### config.mk
export PLATFORM = sky130hd
export DESIGN_NAME = buddy_block_allocator_unit
export DESIGN_NICKNAME = d
export VERILOG_FILES = /design/src/hdl/bbau_pkg.sv /design/src/hdl/bbau_ram.sv /design/src/hdl/bbau_datapath.sv /design/src/hdl/bbau_ctrl.sv /design/src/hdl/buddy_block_allocator_unit.sv
export SDC_FILE = /design/constraint.sdc
export NUM_CORES = 2
export LEC_CHECK = 0
export BUFFER_PORTS_ARGS = -buffer_cell sky130_fd_sc_hd__buf_2
export CORE_MARGIN = 2
export CORE_UTILIZATION = 55
export CTS_BUF_LIST = sky130_fd_sc_hd__clkbuf_8
export DETAILED_ROUTE_END_ITERATION = 12
export PLACE_DENSITY_LB_ADDON = 0.1
export SLEW_MARGIN = 5
export SYNTH_ARGS = -nofsm -noshare
export SYNTH_HDL_FRONTEND = slang
export SYNTH_SLANG_ARGS = --single-unit
### constraint.sdc
create_clock -name clk_i -period 8.8 [get_ports clk_i]
set_input_delay 1.76 -clock clk_i [delete_from_list [all_inputs] [get_ports clk_i]]
set_output_delay 1.76 -clock clk_i [all_outputs]
set_load 0.005 [all_outputs]
### src/hdl/bbau_pkg.sv
// ----------------------------------------------------------------------------
// Buddy block allocator package
// Shared constants, types and row addressing helpers for the free bitmap.
// ----------------------------------------------------------------------------
`default_nettype none

package bbau_pkg;

  localparam int unsigned MEM_UNITS       = 1024;
  localparam int unsigned MAX_ALLOC_LEVEL = 8;
  localparam int unsigned TOP_LVL         = $clog2(MEM_UNITS);
  localparam int unsigned SIZE_W          = 9;
  localparam int unsigned ADDR_W          = 10;
  localparam int unsigned LVL_W           = 4;
  localparam int unsigned IDX_W           = TOP_LVL;
  localparam int unsigned ROW_SH          = 5;
  localparam int unsigned ROW_W           = 1 << ROW_SH;
  localparam int unsigned ROWS0           = MEM_UNITS >> ROW_SH;
  localparam int unsigned LVL_ONE_ROW     = TOP_LVL - ROW_SH;
  localparam int unsigned NUM_ROWS        = 2 * ROWS0 - 2 + LVL_ONE_ROW + 1;
  localparam int unsigned RA_W            = $clog2(NUM_ROWS);
  localparam int unsigned OFF_W           = TOP_LVL - ROW_SH;
  localparam logic [RA_W-1:0] ROOT_ROW    = RA_W'(NUM_ROWS - 1);

  typedef enum logic [2:0] {
    ST_IDLE,
    ST_FIND,
    ST_ROW,
    ST_PICK,
    ST_SPLIT,
    ST_FREE,
    ST_MERGE,
    ST_DONE
  } bbau_state_e;

  typedef enum logic [2:0] {
    RD_NONE,
    RD_ROW,
    RD_FREE,
    RD_SPLIT,
    RD_PARENT
  } bbau_rd_e;

  typedef enum logic [1:0] {
    WR_NONE,
    WR_PICK,
    WR_SET,
    WR_PAIR
  } bbau_wr_e;

  typedef struct packed {
    logic     start;
    logic     find;
    bbau_rd_e rd;
    bbau_wr_e wr;
    logic     load_out;
  } bbau_cmd_t;

  typedef struct packed {
    logic too_big;
    logic found;
    logic lvl_above;
    logic buddy_free;
  } bbau_sts_t;

  function automatic logic [LVL_W-1:0] size_to_lvl(input logic [SIZE_W-1:0] size);
    logic [SIZE_W-1:0] m;
    logic [LVL_W-1:0]  lvl;
    m   = (size == '0) ? '0 : size - SIZE_W'(1);
    lvl = '0;
    for (int i = 0; i < SIZE_W; i++) begin
      if (m[i]) begin
        lvl = LVL_W'(i + 1);
      end
    end
    return lvl;
  endfunction

  function automatic int unsigned lvl_rows(input int unsigned lvl);
    return (lvl <= LVL_ONE_ROW) ? (ROWS0 >> lvl) : 1;
  endfunction

  function automatic logic [RA_W-1:0] lvl_base(input logic [LVL_W-1:0] lvl);
    logic [RA_W-1:0] b;
    if (lvl <= LVL_W'(LVL_ONE_ROW)) begin
      b = RA_W'(2 * ROWS0) - (RA_W'(2 * ROWS0) >> lvl);
    end else begin
      b = RA_W'(2 * ROWS0 - 2) + RA_W'(lvl - LVL_W'(LVL_ONE_ROW));
    end
    return b;
  endfunction

  function automatic logic [RA_W-1:0] row_of(input logic [LVL_W-1:0] lvl,
                                             input logic [IDX_W-1:0] idx);
    return lvl_base(lvl) + RA_W'(idx >> ROW_SH);
  endfunction

  function automatic logic [ROW_SH-1:0] first_one(input logic [ROW_W-1:0] vec);
    logic [ROW_SH-1:0] pos;
    pos = '0;
    for (int i = ROW_W - 1; i >= 0; i--) begin
      if (vec[i]) begin
        pos = ROW_SH'(i);
      end
    end
    return pos;
  endfunction

endpackage

`default_nettype wire

### src/hdl/bbau_ram.sv
// ----------------------------------------------------------------------------
// Generic simple dual-port RAM
// One write port and one read port with registered read data.
// ----------------------------------------------------------------------------
`default_nettype none

module bbau_ram #(
  parameter int unsigned WIDTH = 32,
  parameter int unsigned DEPTH = 68
) (
  input  wire logic                     clk_i,
  input  wire logic                     we_i,
  input  wire logic [$clog2(DEPTH)-1:0] waddr_i,
  input  wire logic [WIDTH-1:0]         wdata_i,
  input  wire logic                     re_i,
  input  wire logic [$clog2(DEPTH)-1:0] raddr_i,
  output logic      [WIDTH-1:0]         rdata_o
);

  logic [WIDTH-1:0] mem_q [DEPTH];

  always_ff @(posedge clk_i) begin
    if (we_i) begin
      mem_q[waddr_i] <= wdata_i;
    end
  end

  always_ff @(posedge clk_i) begin
    if (re_i) begin
      rdata_o <= mem_q[raddr_i];
    end
  end

endmodule

`default_nettype wire

### src/hdl/bbau_datapath.sv
// ----------------------------------------------------------------------------
// Buddy block allocator datapath
// Free bitmap in RAM rows, row flags, level search, split and merge updates.
// ----------------------------------------------------------------------------
`default_nettype none

module bbau_datapath (
  input  wire logic                          clk_i,
  input  wire logic                          rst_ni,
  input  wire logic                          kind_i,
  input  wire logic [bbau_pkg::SIZE_W-1:0]   req_size_i,
  input  wire logic [bbau_pkg::ADDR_W-1:0]   block_addr_i,
  input  wire bbau_pkg::bbau_cmd_t           cmd_i,
  output bbau_pkg::bbau_sts_t                sts_o,
  output logic                               ok_o,
  output logic      [bbau_pkg::ADDR_W-1:0]   alloc_addr_o
);

  logic                          kind_q;
  logic [bbau_pkg::LVL_W-1:0]    lvl_q;
  logic [bbau_pkg::ADDR_W-1:0]   addr_q;
  logic [bbau_pkg::LVL_W-1:0]    k_q;
  logic [bbau_pkg::LVL_W-1:0]    node_lvl_q;
  logic [bbau_pkg::IDX_W-1:0]    node_idx_q;
  logic [bbau_pkg::ADDR_W-1:0]   p_q;
  logic                          res_ok_q;
  logic                          rd_vld_q;
  logic                          rd_root_q;
  logic [bbau_pkg::NUM_ROWS-1:0] vld_q;
  logic [bbau_pkg::NUM_ROWS-1:0] nz_q;

  logic [bbau_pkg::TOP_LVL:0]    level_any;
  logic [bbau_pkg::LVL_W-1:0]    k_d;
  logic                          found;
  logic [bbau_pkg::ROW_W-1:0]    row_vec;
  logic [bbau_pkg::OFF_W-1:0]    row_off;
  logic [bbau_pkg::ROW_W-1:0]    ram_rdata;
  logic [bbau_pkg::ROW_W-1:0]    row_data;
  logic [bbau_pkg::ROW_SH-1:0]   pick_bit;
  logic [bbau_pkg::IDX_W-1:0]    pick_idx;
  logic [bbau_pkg::ADDR_W-1:0]   pick_p;
  logic [bbau_pkg::ADDR_W-1:0]   p_d;
  logic [bbau_pkg::ROW_SH-1:0]   node_bit;
  logic [bbau_pkg::ROW_SH-1:0]   buddy_bit;
  logic [bbau_pkg::LVL_W-1:0]    nl;
  logic [bbau_pkg::IDX_W-1:0]    ni;
  logic                          re;
  logic [bbau_pkg::RA_W-1:0]     raddr;
  logic                          we;
  logic [bbau_pkg::RA_W-1:0]     waddr;
  logic [bbau_pkg::ROW_W-1:0]    wdata;

  always_comb begin
    level_any = '0;
    for (int l = 0; l <= bbau_pkg::TOP_LVL; l++) begin
      for (int r = 0; r < bbau_pkg::ROWS0; r++) begin
        if (r < bbau_pkg::lvl_rows(l)) begin
          level_any[l] = level_any[l] | nz_q[bbau_pkg::lvl_base(bbau_pkg::LVL_W'(l)) + r];
        end
      end
    end
  end

  always_comb begin
    k_d   = '0;
    found = 1'b0;
    for (int l = bbau_pkg::TOP_LVL; l >= 0; l--) begin
      if (level_any[l] && (bbau_pkg::LVL_W'(l) >= lvl_q)) begin
        k_d   = bbau_pkg::LVL_W'(l);
        found = 1'b1;
      end
    end
  end

  always_comb begin
    row_vec = '0;
    for (int l = 0; l <= bbau_pkg::TOP_LVL; l++) begin
      for (int r = 0; r < bbau_pkg::ROWS0; r++) begin
        if ((r < bbau_pkg::lvl_rows(l)) && (k_q == bbau_pkg::LVL_W'(l))) begin
          row_vec[r] = nz_q[bbau_pkg::lvl_base(bbau_pkg::LVL_W'(l)) + r];
        end
      end
    end
  end

  assign row_off   = bbau_pkg::OFF_W'(bbau_pkg::first_one(row_vec));
  assign row_data  = rd_vld_q ? ram_rdata
                   : (rd_root_q ? bbau_pkg::ROW_W'(1) : '0);
  assign pick_bit  = bbau_pkg::first_one(row_data);
  assign pick_idx  = node_idx_q | bbau_pkg::IDX_W'(pick_bit);
  assign pick_p    = bbau_pkg::ADDR_W'(pick_idx << node_lvl_q);
  assign p_d       = (cmd_i.wr == bbau_pkg::WR_PICK) ? pick_p : p_q;
  assign node_bit  = node_idx_q[bbau_pkg::ROW_SH-1:0];
  assign buddy_bit = node_bit ^ bbau_pkg::ROW_SH'(1);

  always_comb begin
    nl = node_lvl_q;
    ni = node_idx_q;
    case (cmd_i.rd)
      bbau_pkg::RD_ROW: begin
        nl = k_q;
        ni = bbau_pkg::IDX_W'(row_off) << bbau_pkg::ROW_SH;
      end
      bbau_pkg::RD_FREE: begin
        nl = lvl_q;
        ni = bbau_pkg::IDX_W'(addr_q >> lvl_q);
      end
      bbau_pkg::RD_SPLIT: begin
        nl = node_lvl_q - bbau_pkg::LVL_W'(1);
        ni = bbau_pkg::IDX_W'(p_d >> nl) | bbau_pkg::IDX_W'(1);
      end
      bbau_pkg::RD_PARENT: begin
        nl = node_lvl_q + bbau_pkg::LVL_W'(1);
        ni = node_idx_q >> 1;
      end
      default: begin
        nl = node_lvl_q;
        ni = node_idx_q;
      end
    endcase
  end

  assign re    = (cmd_i.rd != bbau_pkg::RD_NONE);
  assign raddr = bbau_pkg::row_of(nl, ni);

  always_comb begin
    case (cmd_i.wr)
      bbau_pkg::WR_PICK: wdata = row_data & ~(bbau_pkg::ROW_W'(1) << pick_bit);
      bbau_pkg::WR_SET:  wdata = row_data | (bbau_pkg::ROW_W'(1) << node_bit);
      bbau_pkg::WR_PAIR: wdata = row_data & ~(bbau_pkg::ROW_W'(1) << node_bit)
                                          & ~(bbau_pkg::ROW_W'(1) << buddy_bit);
      default:           wdata = row_data;
    endcase
  end

  assign we    = (cmd_i.wr != bbau_pkg::WR_NONE);
  assign waddr = bbau_pkg::row_of(node_lvl_q, node_idx_q);

  bbau_ram #(
    .WIDTH(bbau_pkg::ROW_W),
    .DEPTH(bbau_pkg::NUM_ROWS)
  ) u_ram (
    .clk_i   (clk_i),
    .we_i    (we),
    .waddr_i (waddr),
    .wdata_i (wdata),
    .re_i    (re),
    .raddr_i (raddr),
    .rdata_o (ram_rdata)
  );

  always_ff @(posedge clk_i or negedge rst_ni) begin
    if (!rst_ni) begin
      vld_q     <= '0;
      nz_q      <= bbau_pkg::NUM_ROWS'(1) << bbau_pkg::ROOT_ROW;
      rd_vld_q  <= 1'b0;
      rd_root_q <= 1'b0;
    end else begin
      if (re) begin
        rd_vld_q  <= vld_q[raddr];
        rd_root_q <= (raddr == bbau_pkg::ROOT_ROW);
      end
      if (we) begin
        vld_q[waddr] <= 1'b1;
        nz_q[waddr]  <= |wdata;
      end
    end
  end

  always_ff @(posedge clk_i) begin
    if (cmd_i.start) begin
      kind_q   <= kind_i;
      lvl_q    <= bbau_pkg::size_to_lvl(req_size_i);
      addr_q   <= block_addr_i;
      p_q      <= '0;
      res_ok_q <= 1'b0;
    end else begin
      if (cmd_i.wr == bbau_pkg::WR_PICK) begin
        p_q <= pick_p;
      end
      if ((cmd_i.wr == bbau_pkg::WR_PICK) || (cmd_i.wr == bbau_pkg::WR_SET)) begin
        res_ok_q <= 1'b1;
      end
    end
    if (cmd_i.find) begin
      k_q <= k_d;
    end
    if (re) begin
      node_lvl_q <= nl;
      node_idx_q <= ni;
    end
    if (cmd_i.load_out) begin
      ok_o         <= res_ok_q;
      alloc_addr_o <= p_q;
    end
  end

  assign sts_o.too_big    = kind_q ? (lvl_q > bbau_pkg::LVL_W'(bbau_pkg::TOP_LVL))
                          : ((lvl_q > bbau_pkg::LVL_W'(bbau_pkg::MAX_ALLOC_LEVEL)) ||
                             (lvl_q > bbau_pkg::LVL_W'(bbau_pkg::TOP_LVL)));
  assign sts_o.found      = found;
  assign sts_o.lvl_above  = (node_lvl_q > lvl_q);
  assign sts_o.buddy_free = row_data[buddy_bit] &&
                            (node_lvl_q < bbau_pkg::LVL_W'(bbau_pkg::TOP_LVL));

endmodule

`default_nettype wire

### src/hdl/bbau_ctrl.sv
// ----------------------------------------------------------------------------
// Buddy block allocator controller
// Sequences search, split and merge steps and owns the result handshake.
// ----------------------------------------------------------------------------
`default_nettype none

module bbau_ctrl (
  input  wire logic                 clk_i,
  input  wire logic                 rst_ni,
  input  wire logic                 in_valid_i,
  output logic                      in_ready_o,
  input  wire logic                 kind_i,
  output logic                      out_valid_o,
  input  wire logic                 out_ready_i,
  input  wire bbau_pkg::bbau_sts_t  sts_i,
  output bbau_pkg::bbau_cmd_t       cmd_o
);

  bbau_pkg::bbau_state_e state_q, state_d;
  logic                  out_vld_q, out_vld_d;
  logic                  load;

  assign load = (state_q == bbau_pkg::ST_DONE) && (!out_vld_q || out_ready_i);

  always_comb begin
    state_d = state_q;
    case (state_q)
      bbau_pkg::ST_IDLE: begin
        if (in_valid_i) begin
          state_d = kind_i ? bbau_pkg::ST_FREE : bbau_pkg::ST_FIND;
        end
      end
      bbau_pkg::ST_FIND: begin
        state_d = (sts_i.too_big || !sts_i.found) ? bbau_pkg::ST_DONE : bbau_pkg::ST_ROW;
      end
      bbau_pkg::ST_ROW:   state_d = bbau_pkg::ST_PICK;
      bbau_pkg::ST_PICK,
      bbau_pkg::ST_SPLIT: begin
        state_d = sts_i.lvl_above ? bbau_pkg::ST_SPLIT : bbau_pkg::ST_DONE;
      end
      bbau_pkg::ST_FREE: begin
        state_d = sts_i.too_big ? bbau_pkg::ST_DONE : bbau_pkg::ST_MERGE;
      end
      bbau_pkg::ST_MERGE: begin
        state_d = sts_i.buddy_free ? bbau_pkg::ST_MERGE : bbau_pkg::ST_DONE;
      end
      bbau_pkg::ST_DONE: begin
        if (load) begin
          state_d = bbau_pkg::ST_IDLE;
        end
      end
      default: state_d = bbau_pkg::ST_IDLE;
    endcase
  end

  always_comb begin
    in_ready_o     = 1'b0;
    cmd_o.start    = 1'b0;
    cmd_o.find     = 1'b0;
    cmd_o.rd       = bbau_pkg::RD_NONE;
    cmd_o.wr       = bbau_pkg::WR_NONE;
    cmd_o.load_out = load;
    case (state_q)
      bbau_pkg::ST_IDLE: begin
        in_ready_o  = 1'b1;
        cmd_o.start = in_valid_i;
      end
      bbau_pkg::ST_FIND: cmd_o.find = 1'b1;
      bbau_pkg::ST_ROW:  cmd_o.rd   = bbau_pkg::RD_ROW;
      bbau_pkg::ST_PICK: begin
        cmd_o.wr = bbau_pkg::WR_PICK;
        if (sts_i.lvl_above) begin
          cmd_o.rd = bbau_pkg::RD_SPLIT;
        end
      end
      bbau_pkg::ST_SPLIT: begin
        cmd_o.wr = bbau_pkg::WR_SET;
        if (sts_i.lvl_above) begin
          cmd_o.rd = bbau_pkg::RD_SPLIT;
        end
      end
      bbau_pkg::ST_FREE: begin
        if (!sts_i.too_big) begin
          cmd_o.rd = bbau_pkg::RD_FREE;
        end
      end
      bbau_pkg::ST_MERGE: begin
        if (sts_i.buddy_free) begin
          cmd_o.wr = bbau_pkg::WR_PAIR;
          cmd_o.rd = bbau_pkg::RD_PARENT;
        end else begin
          cmd_o.wr = bbau_pkg::WR_SET;
        end
      end
      default: begin
        in_ready_o = 1'b0;
      end
    endcase
  end

  always_comb begin
    out_vld_d = out_vld_q;
    if (load) begin
      out_vld_d = 1'b1;
    end else if (out_ready_i) begin
      out_vld_d = 1'b0;
    end
  end

  always_ff @(posedge clk_i or negedge rst_ni) begin
    if (!rst_ni) begin
      state_q   <= bbau_pkg::ST_IDLE;
      out_vld_q <= 1'b0;
    end else begin
      state_q   <= state_d;
      out_vld_q <= out_vld_d;
    end
  end

  assign out_valid_o = out_vld_q;

endmodule

`default_nettype wire

### src/hdl/buddy_block_allocator_unit.sv
// ----------------------------------------------------------------------------
// Buddy block allocator
// Allocates and frees power-of-two blocks of a 1024-unit memory.
// ----------------------------------------------------------------------------
// Channel | Direction | Handshake              | Payload
// in      | input     | in_valid_i, in_ready_o | kind_i, req_size_i, block_addr_i
// out     | output    | out_valid_o, out_ready_i | ok_o, alloc_addr_o
//
// A failed allocation goes from the find state straight to the done state.
// A successful allocation passes find, row and pick, then one split step per split level.
// A free passes the free state, then one merge step per merged level.
// The controller returns to idle after each result load before the next transfer is taken.
// Each split or merge level is one read-modify-write of a 32-bit bitmap row.
// Reset clears control and row flags at once; no clearing pass is needed.
// A new request is taken while an earlier result waits in the output register.
// ----------------------------------------------------------------------------
`default_nettype none

module buddy_block_allocator_unit (
  input  wire logic                        clk_i,
  input  wire logic                        rst_ni,
  input  wire logic                        in_valid_i,
  output logic                             in_ready_o,
  input  wire logic                        kind_i,
  input  wire logic [bbau_pkg::SIZE_W-1:0] req_size_i,
  input  wire logic [bbau_pkg::ADDR_W-1:0] block_addr_i,
  output logic                             out_valid_o,
  input  wire logic                        out_ready_i,
  output logic                             ok_o,
  output logic      [bbau_pkg::ADDR_W-1:0] alloc_addr_o
);

  bbau_pkg::bbau_cmd_t cmd;
  bbau_pkg::bbau_sts_t sts;

  bbau_ctrl u_ctrl (
    .clk_i       (clk_i),
    .rst_ni      (rst_ni),
    .in_valid_i  (in_valid_i),
    .in_ready_o  (in_ready_o),
    .kind_i      (kind_i),
    .out_valid_o (out_valid_o),
    .out_ready_i (out_ready_i),
    .sts_i       (sts),
    .cmd_o       (cmd)
  );

  bbau_datapath u_datapath (
    .clk_i        (clk_i),
    .rst_ni       (rst_ni),
    .kind_i       (kind_i),
    .req_size_i   (req_size_i),
    .block_addr_i (block_addr_i),
    .cmd_i        (cmd),
    .sts_o        (sts),
    .ok_o         (ok_o),
    .alloc_addr_o (alloc_addr_o)
  );

endmodule

`default_nettype wire

* Word level (Yosys, flattened, before mapping)
Memories as Yosys holds them, arrays and structs flattened. A register that Yosys moved wholly into a read port is not among the register bits. Cells that the tools add are included. Widths: inputs -> output; s select.
Storage, ports and cells: flip-flop bits (word level) 197, bits in writable memories 2176, output and inout port bits 13, memories kept 1
Memory list:
- u_datapath.u_ram.mem_q | words 68, bits a word 32, read ports 1, clocked after memory_dff 1, wr ports 1, line bbau_ram.sv:20 | logic [WIDTH-1:0] mem_q [DEPTH];
Cells by class: add/subtract/negate cells 68, magnitude comparators 89, eq/ne operators 27, shifts and indexed selects 8, muxes and demuxes 346, bitwise gates (word level) 67, reductions and logical operators 35
Operators by type and width (count):
- $lt 32x8->1 const B | 57
- $bmux 1 s7 | 69
- $mux 5 | 64
- $mux 1 | 165
- $add 7x4->8 const B | 16
- $add 7x5->8 const B | 16
- $lt 7x8->1 const B | 13
- $add 7x3->8 const B | 12
- $and 32x32->32 | 3
- $not 32->32 | 3
- $pmux 32 s3 | 1
- $shl 1x5->32 const A | 3
- $mux 7 | 13
- $bwmux 68 | 1
- $or 68x68->68 | 1
- $add 7x2->8 const B | 8
- $or 1x1->1 | 57
- $add 7x1->8 const B | 5
- $pmux 10 s4 | 1
- $mux 4 | 9
- $mux 32 | 1
- $or 32x32->32 | 1
- $reduce_or 32->1 | 1
- $mux 3 | 9
- other kinds (56) | 111

* Longest topological paths before layout
depth after elaboration 42, gate-level depth with buffers 37, gate-level depth less buffers 32

* By module
Synthesis repeated with hierarchy kept, for this count alone.
Unflattened totals: cell total of the unflattened synthesis 5187, area, all modules 98398.1 um2
By module, submodules not included:
- bbau_ram | instances 1, cells an instance 3629, area an instance 84240.8 um2, seq. area each 66303.6 um2
- bbau_datapath | instances 1, cells an instance 1512, area an instance 13784.5 um2, seq. area each 4996.0 um2
- bbau_ctrl | instances 1, cells an instance 46, area an instance 372.9 um2, seq. area each 100.1 um2

* Least setup slack after synthesis
OpenSTA, ideal clock, no wires.
path type register -> register, start point register u_datapath.node_idx_q[0] (netlist bit), end point register u_datapath.u_ram.rdata_o[27], read port of u_datapath.u_ram.mem_q (data pin), setup time 0.260 ns, data arrival time 7.814 ns, data required time 8.540 ns, path slack 0.726 ns, stages on the path, launching flop included 25, clock period less this slack 8.074 ns, cell sequence edfxtp_1 nand2b_1 o221a_1 a311o_1 a31o_2 o21ai_2 inv_1 a21boi_0 inv_1 ha_1 clkbuf_1 o31ai_2 o21ai_0 ha_1 fa_1 a21oi_1 nor2_1 nor2_1 xor2_1 clkbuf_1 clkbuf_1 mux4_2 mux2i_1 mux2i_1 mux2_2
RTL lines:
- start: declaration | line bbau_datapath.sv:24 | logic [bbau_pkg::IDX_W-1:0] node_idx_q;
- start signal: assignment | line bbau_datapath.sv:190 | node_idx_q <= ni;
- $not 1->1 (no line)
- $bmux 1 s5 | line bbau_datapath.sv:203 | assign sts_o.buddy_free = row_data[buddy_bit] &&
- $mux 1 (implied by the code) | line bbau_datapath.sv:203
- $logic_and 1x1->1 | line bbau_datapath.sv:203
- $mux 3 | line bbau_ctrl.sv:88 | if (sts_i.buddy_free) begin
- $pmux 3 s4 | line bbau_ctrl.sv:63 | case (state_q)
- $reduce_bool 3->1 | line bbau_datapath.sv:123 | assign re = (cmd_i.rd != bbau_pkg::RD_NONE);
- named net u_datapath.re | line bbau_datapath.sv:47 | logic re;
- end: declaration | line bbau_ram.sv:17 | output logic [WIDTH-1:0] rdata_o
The timed path passes the listed nets, and every way through them passes these cells. The select of a mux whose other input is x is not followed. A chain may end at the register's enable or synchronous reset.

* Worst setup path in the final report
start point register u_datapath.node_idx_q[1] (netlist bit), end point register u_datapath.u_ram.rdata_o[1], read port of u_datapath.u_ram.mem_q (data pin)
RTL lines:
- $bmux 1 s5 | line bbau_datapath.sv:203
- $mux 1 (implied by the code) | line bbau_datapath.sv:203
- $logic_and 1x1->1 | line bbau_datapath.sv:203
- $mux 1 | line bbau_ctrl.sv:88
- $pmux 2 s3 | line bbau_ctrl.sv:63
- $eq 2x1->1 | line bbau_datapath.sv:92 | assign p_d = (cmd_i.wr == bbau_pkg::WR_PICK) ? pick_p : p_q;
- $mux 10
- $shr 10x4->10 | line bbau_datapath.sv:110 | ni = bbau_pkg::IDX_W'(p_d >> nl) | bbau_pkg::IDX_W'(1);
- $pmux 10 s4 * | line bbau_datapath.sv:99 | case (cmd_i.rd)
- named net u_datapath.ni, one bit | line bbau_datapath.sv:46 | logic [bbau_pkg::IDX_W-1:0] ni;
- $add 7x5->7 * | line bbau_pkg.sv:95 | return lvl_base(lvl) + RA_W'(idx >> ROW_SH);
Mark *: on every way through the listed nets, which the timed path passes. The rest lies on a longest branch. The select of a mux whose other input is x is not followed.

==> results.json <==
{
  "vias": 52200,
  "synthFlopType": "edfxtp_1",
  "crit_path_start": "u_datapath.node_idx_q[1]",
  "min_from": "u_datapath.res_ok_q",
  "slew_headroom_pct": 10.1,
  "grt-ovfl-total": 0,
  "cpMostUsedCell": "nand2_1",
  "synth_warnings": 0,
  "fin_skew_ps": 95.1,
  "min_period_ps": 8410,
  "fin_cells": 7919,
  "tritoncts": "done",
  "drc_errors": 0,
  "hpwlAfterDp_mm": 152,
  "root_buffer": "clkbuf_8",
  "fin_nets": 5345,
  "status": "finished clean",
  "clk_pin_slew_ps": 60,
  "antenna_found_initial": 7,
  "busiest_layer": "met2",
  "seqCellArea_sq_mm": 0.0714,
  "critPathBufInv": 7,
  "routed_via_density": 6.59,
  "synth.net_count": 4884,
  "crit_arrival_ps": 9220,
  "layout_setup_ws_ps": 390,
  "row_count": 154,
  "first_pass_iters": 7,
  "post_synth.cell_area_avg_sq_um": 20.2,
  "initial_utilization_pct": 55.4,
  "mostFrequentLayoutCells": "edfxtp_1, mux4_2, clkbuf_8",
  "worstPathRequired_ps": 9610,
  "grt_first_pass_wirelength_mm": 384,
  "grt_max_degree": 78,
  "core-area_sq_mm": 0.176,
  "drive_gt1_share_pct": 31.1,
  "pin_count": 37,
  "path_class": "reg2reg",
  "cts_max_level": 5,
  "area_growth_pct": 12.9,
  "met1_usage_pct": 45.3,
  "cts_made_buffers": 399,
  "grt_pass1_vias": 51800,
  "drtIter0Drc": 7292,
  "worst_pin_slew_ps": 1350,
  "max_stage_delay_ps": 620,
  "cp-end-kind": "register",
  "synth_edf_count": 2252,
  "multi_input_area_sq_mm": 0.0258,
  "met2_usage_pct": 45.5,
  "cap_violations": 0,
  "synth-seq-cells": 2405,
  "die_w_microns": 425,
  "use_met3_pct": 5.40,
  "fin_crit_sh_pct": 95.6,
  "crit_family": "multiplexers",
  "dp_slack_ps": 296,
  "die_y_microns": 425,
  "placed_cells": 7223,
  "nFillCells": 12300,
  "mappedNetlistArea_sq_mm": 0.0975,
  "drv_slew": 0,
  "hp-class": "reg2reg",
  "r2r-start": "u_datapath.node_idx_q[1]",
  "max-clock-path-buffers": 4,
  "layout_commonest_cell": "edfxtp_1",
  "fmaxAchievable_ghz": 0.119,
  "synth_cell_types": 96,
  "rsz0062_at_grt": "false",
  "final_util_pct": 62.5,
  "synth-seq-area-share_pct": 73.2,
  "synth_cells": 4823,
  "gp_congestion": 0.972,
  "dieArea_sq_mm": 0.181,
  "wirelength_mm": 270,
  "crit_fanout": 22,
  "wl_per_cell_microns": 34.1,
  "insertion_delay_ps": 1110,
  "critPathLaunchType": "register",
  "track_usage_pct": 30.2,
  "numClockSinks": 2405,
  "hold_viol": 0,
  "setup_tns_ps": 0,
  "crit_slowest_cell": "ha_4",
  "ant_nets": 0,
  "finalSetupViolCount": 0,
  "async_flop_share_pct": 5.90,
  "portBuffers": 36
}
-- per-stage QoR --
stage	area (sq um)	hold WS [ps]
floorplan	97500	401
global placement	103000	419
detailed placement	103000	429
CTS	110000	443
global route	110000	458
finish	110000	438
-- final timing paths --
check | slack (ps) | end | depth (start not counted)
worst max-delay path | 390 | u_datapath.u_ram.rdata_o[1] | 29
worst min-delay path | 440 | u_datapath.ok_o | 0
worst max register to register | 390 | u_datapath.u_ram.rdata_o[1] | 29
worst min register to register | 440 | u_datapath.ok_o | 0
max in group asynchronous | 6540 | u_datapath.vld_q[16] | 2
min in group asynchronous | 720 | u_datapath.nz_q[61] | 1
-- routing by layer --
metal	wire length (microns)	part of all wire (%)
met2	125000	46
met4	9530	3.5
met3	23100	8.6
met1	112000	42
met5	0	0
-- registers in the layout, indices dropped and copies added, names as in the netlist --
name                      count
u_datapath.ok_o               1
u_datapath.node_lvl_q         4
u_datapath.rd_vld_q           1
u_datapath.p_q               10
u_ctrl.state_q                3
u_datapath.vld_q             68
u_datapath.res_ok_q           1
u_datapath.addr_q            10
u_datapath.node_idx_q        10
u_datapath.u_ram.rdata_o     32
u_datapath.nz_q              68
u_ctrl.out_valid_o            1
u_datapath.rd_root_q          1
u_datapath.lvl_q              4
u_datapath.u_ram.mem_q     2176
u_datapath.k_q                4
u_datapath.alloc_addr_o      10
u_datapath.kind_q             1
-- kinds of logic (layout without fill, tap and decap cells) --
logic type	Yosys count	count (layout)	synth area share, %
compound gates	486	486	3.49
xor+xnor	20	20	0.180
fa+ha+maj	37	37	0.490
buf+inv	315	1066	1.29
flops	2405	2405	73.2
mux	873	873	18.0
other cells	0	5	0
simple gates	687	687	3.35
-- timing repair --
action | in CTS | in global routing
hold buffers | 0 | 0
setup buffers | 0 | 0
endpoints found under the setup margin | 0 | 17
hold endpoints to repair | 0 | 0
resized for setup | 0 | 7
-- area by class of cell --
type | count | share of cell area, %
Clock inverter | 280 | 1.18
Multi-Input combinational cell | 2103 | 23.4
Clock buffer | 411 | 5.14
Inverter | 61 | 0.208
Antenna cell | 5 | 0.0114
Timing Repair Buffer | 314 | 2.56
Tap cell | 2340 | 2.66
Sequential cell | 2405 | 64.8
-- Yosys cell counts (11+ instances only) --
cell type     n  area (sq um)
mux2_2       43           484
ha_1         35           438
nor2b_1      24           150
and2_1       16           100
clkbuf_1    196           736
buf_1        32           120
o21ai_0     105           526
a21oi_1      94           470
nand2_1     157           589
edfxtp_1   2252         67600
inv_1        54           203
nor3_1       25           125
dfrtp_1     141          3530
mux4_2      700         15800
a22oi_1      12          90.1
nand2b_1     17           106
o31ai_1      14           105
nand3_1      36           180
o211ai_1     28           210
mux2i_1     128          1280
a41oi_1      69           604
nand4_1      13          81.3
buf_2        16          80.1
nor2_1      255           957
nor4_1       16           100
dfxtp_1      11           220
xnor2_1      14           123
a31oi_1      16           100
or2_2        75           469
Power is left out: the tool's default activity adds up to more than one toggle a clock period on the data nets, which glitch-free logic cannot reach.
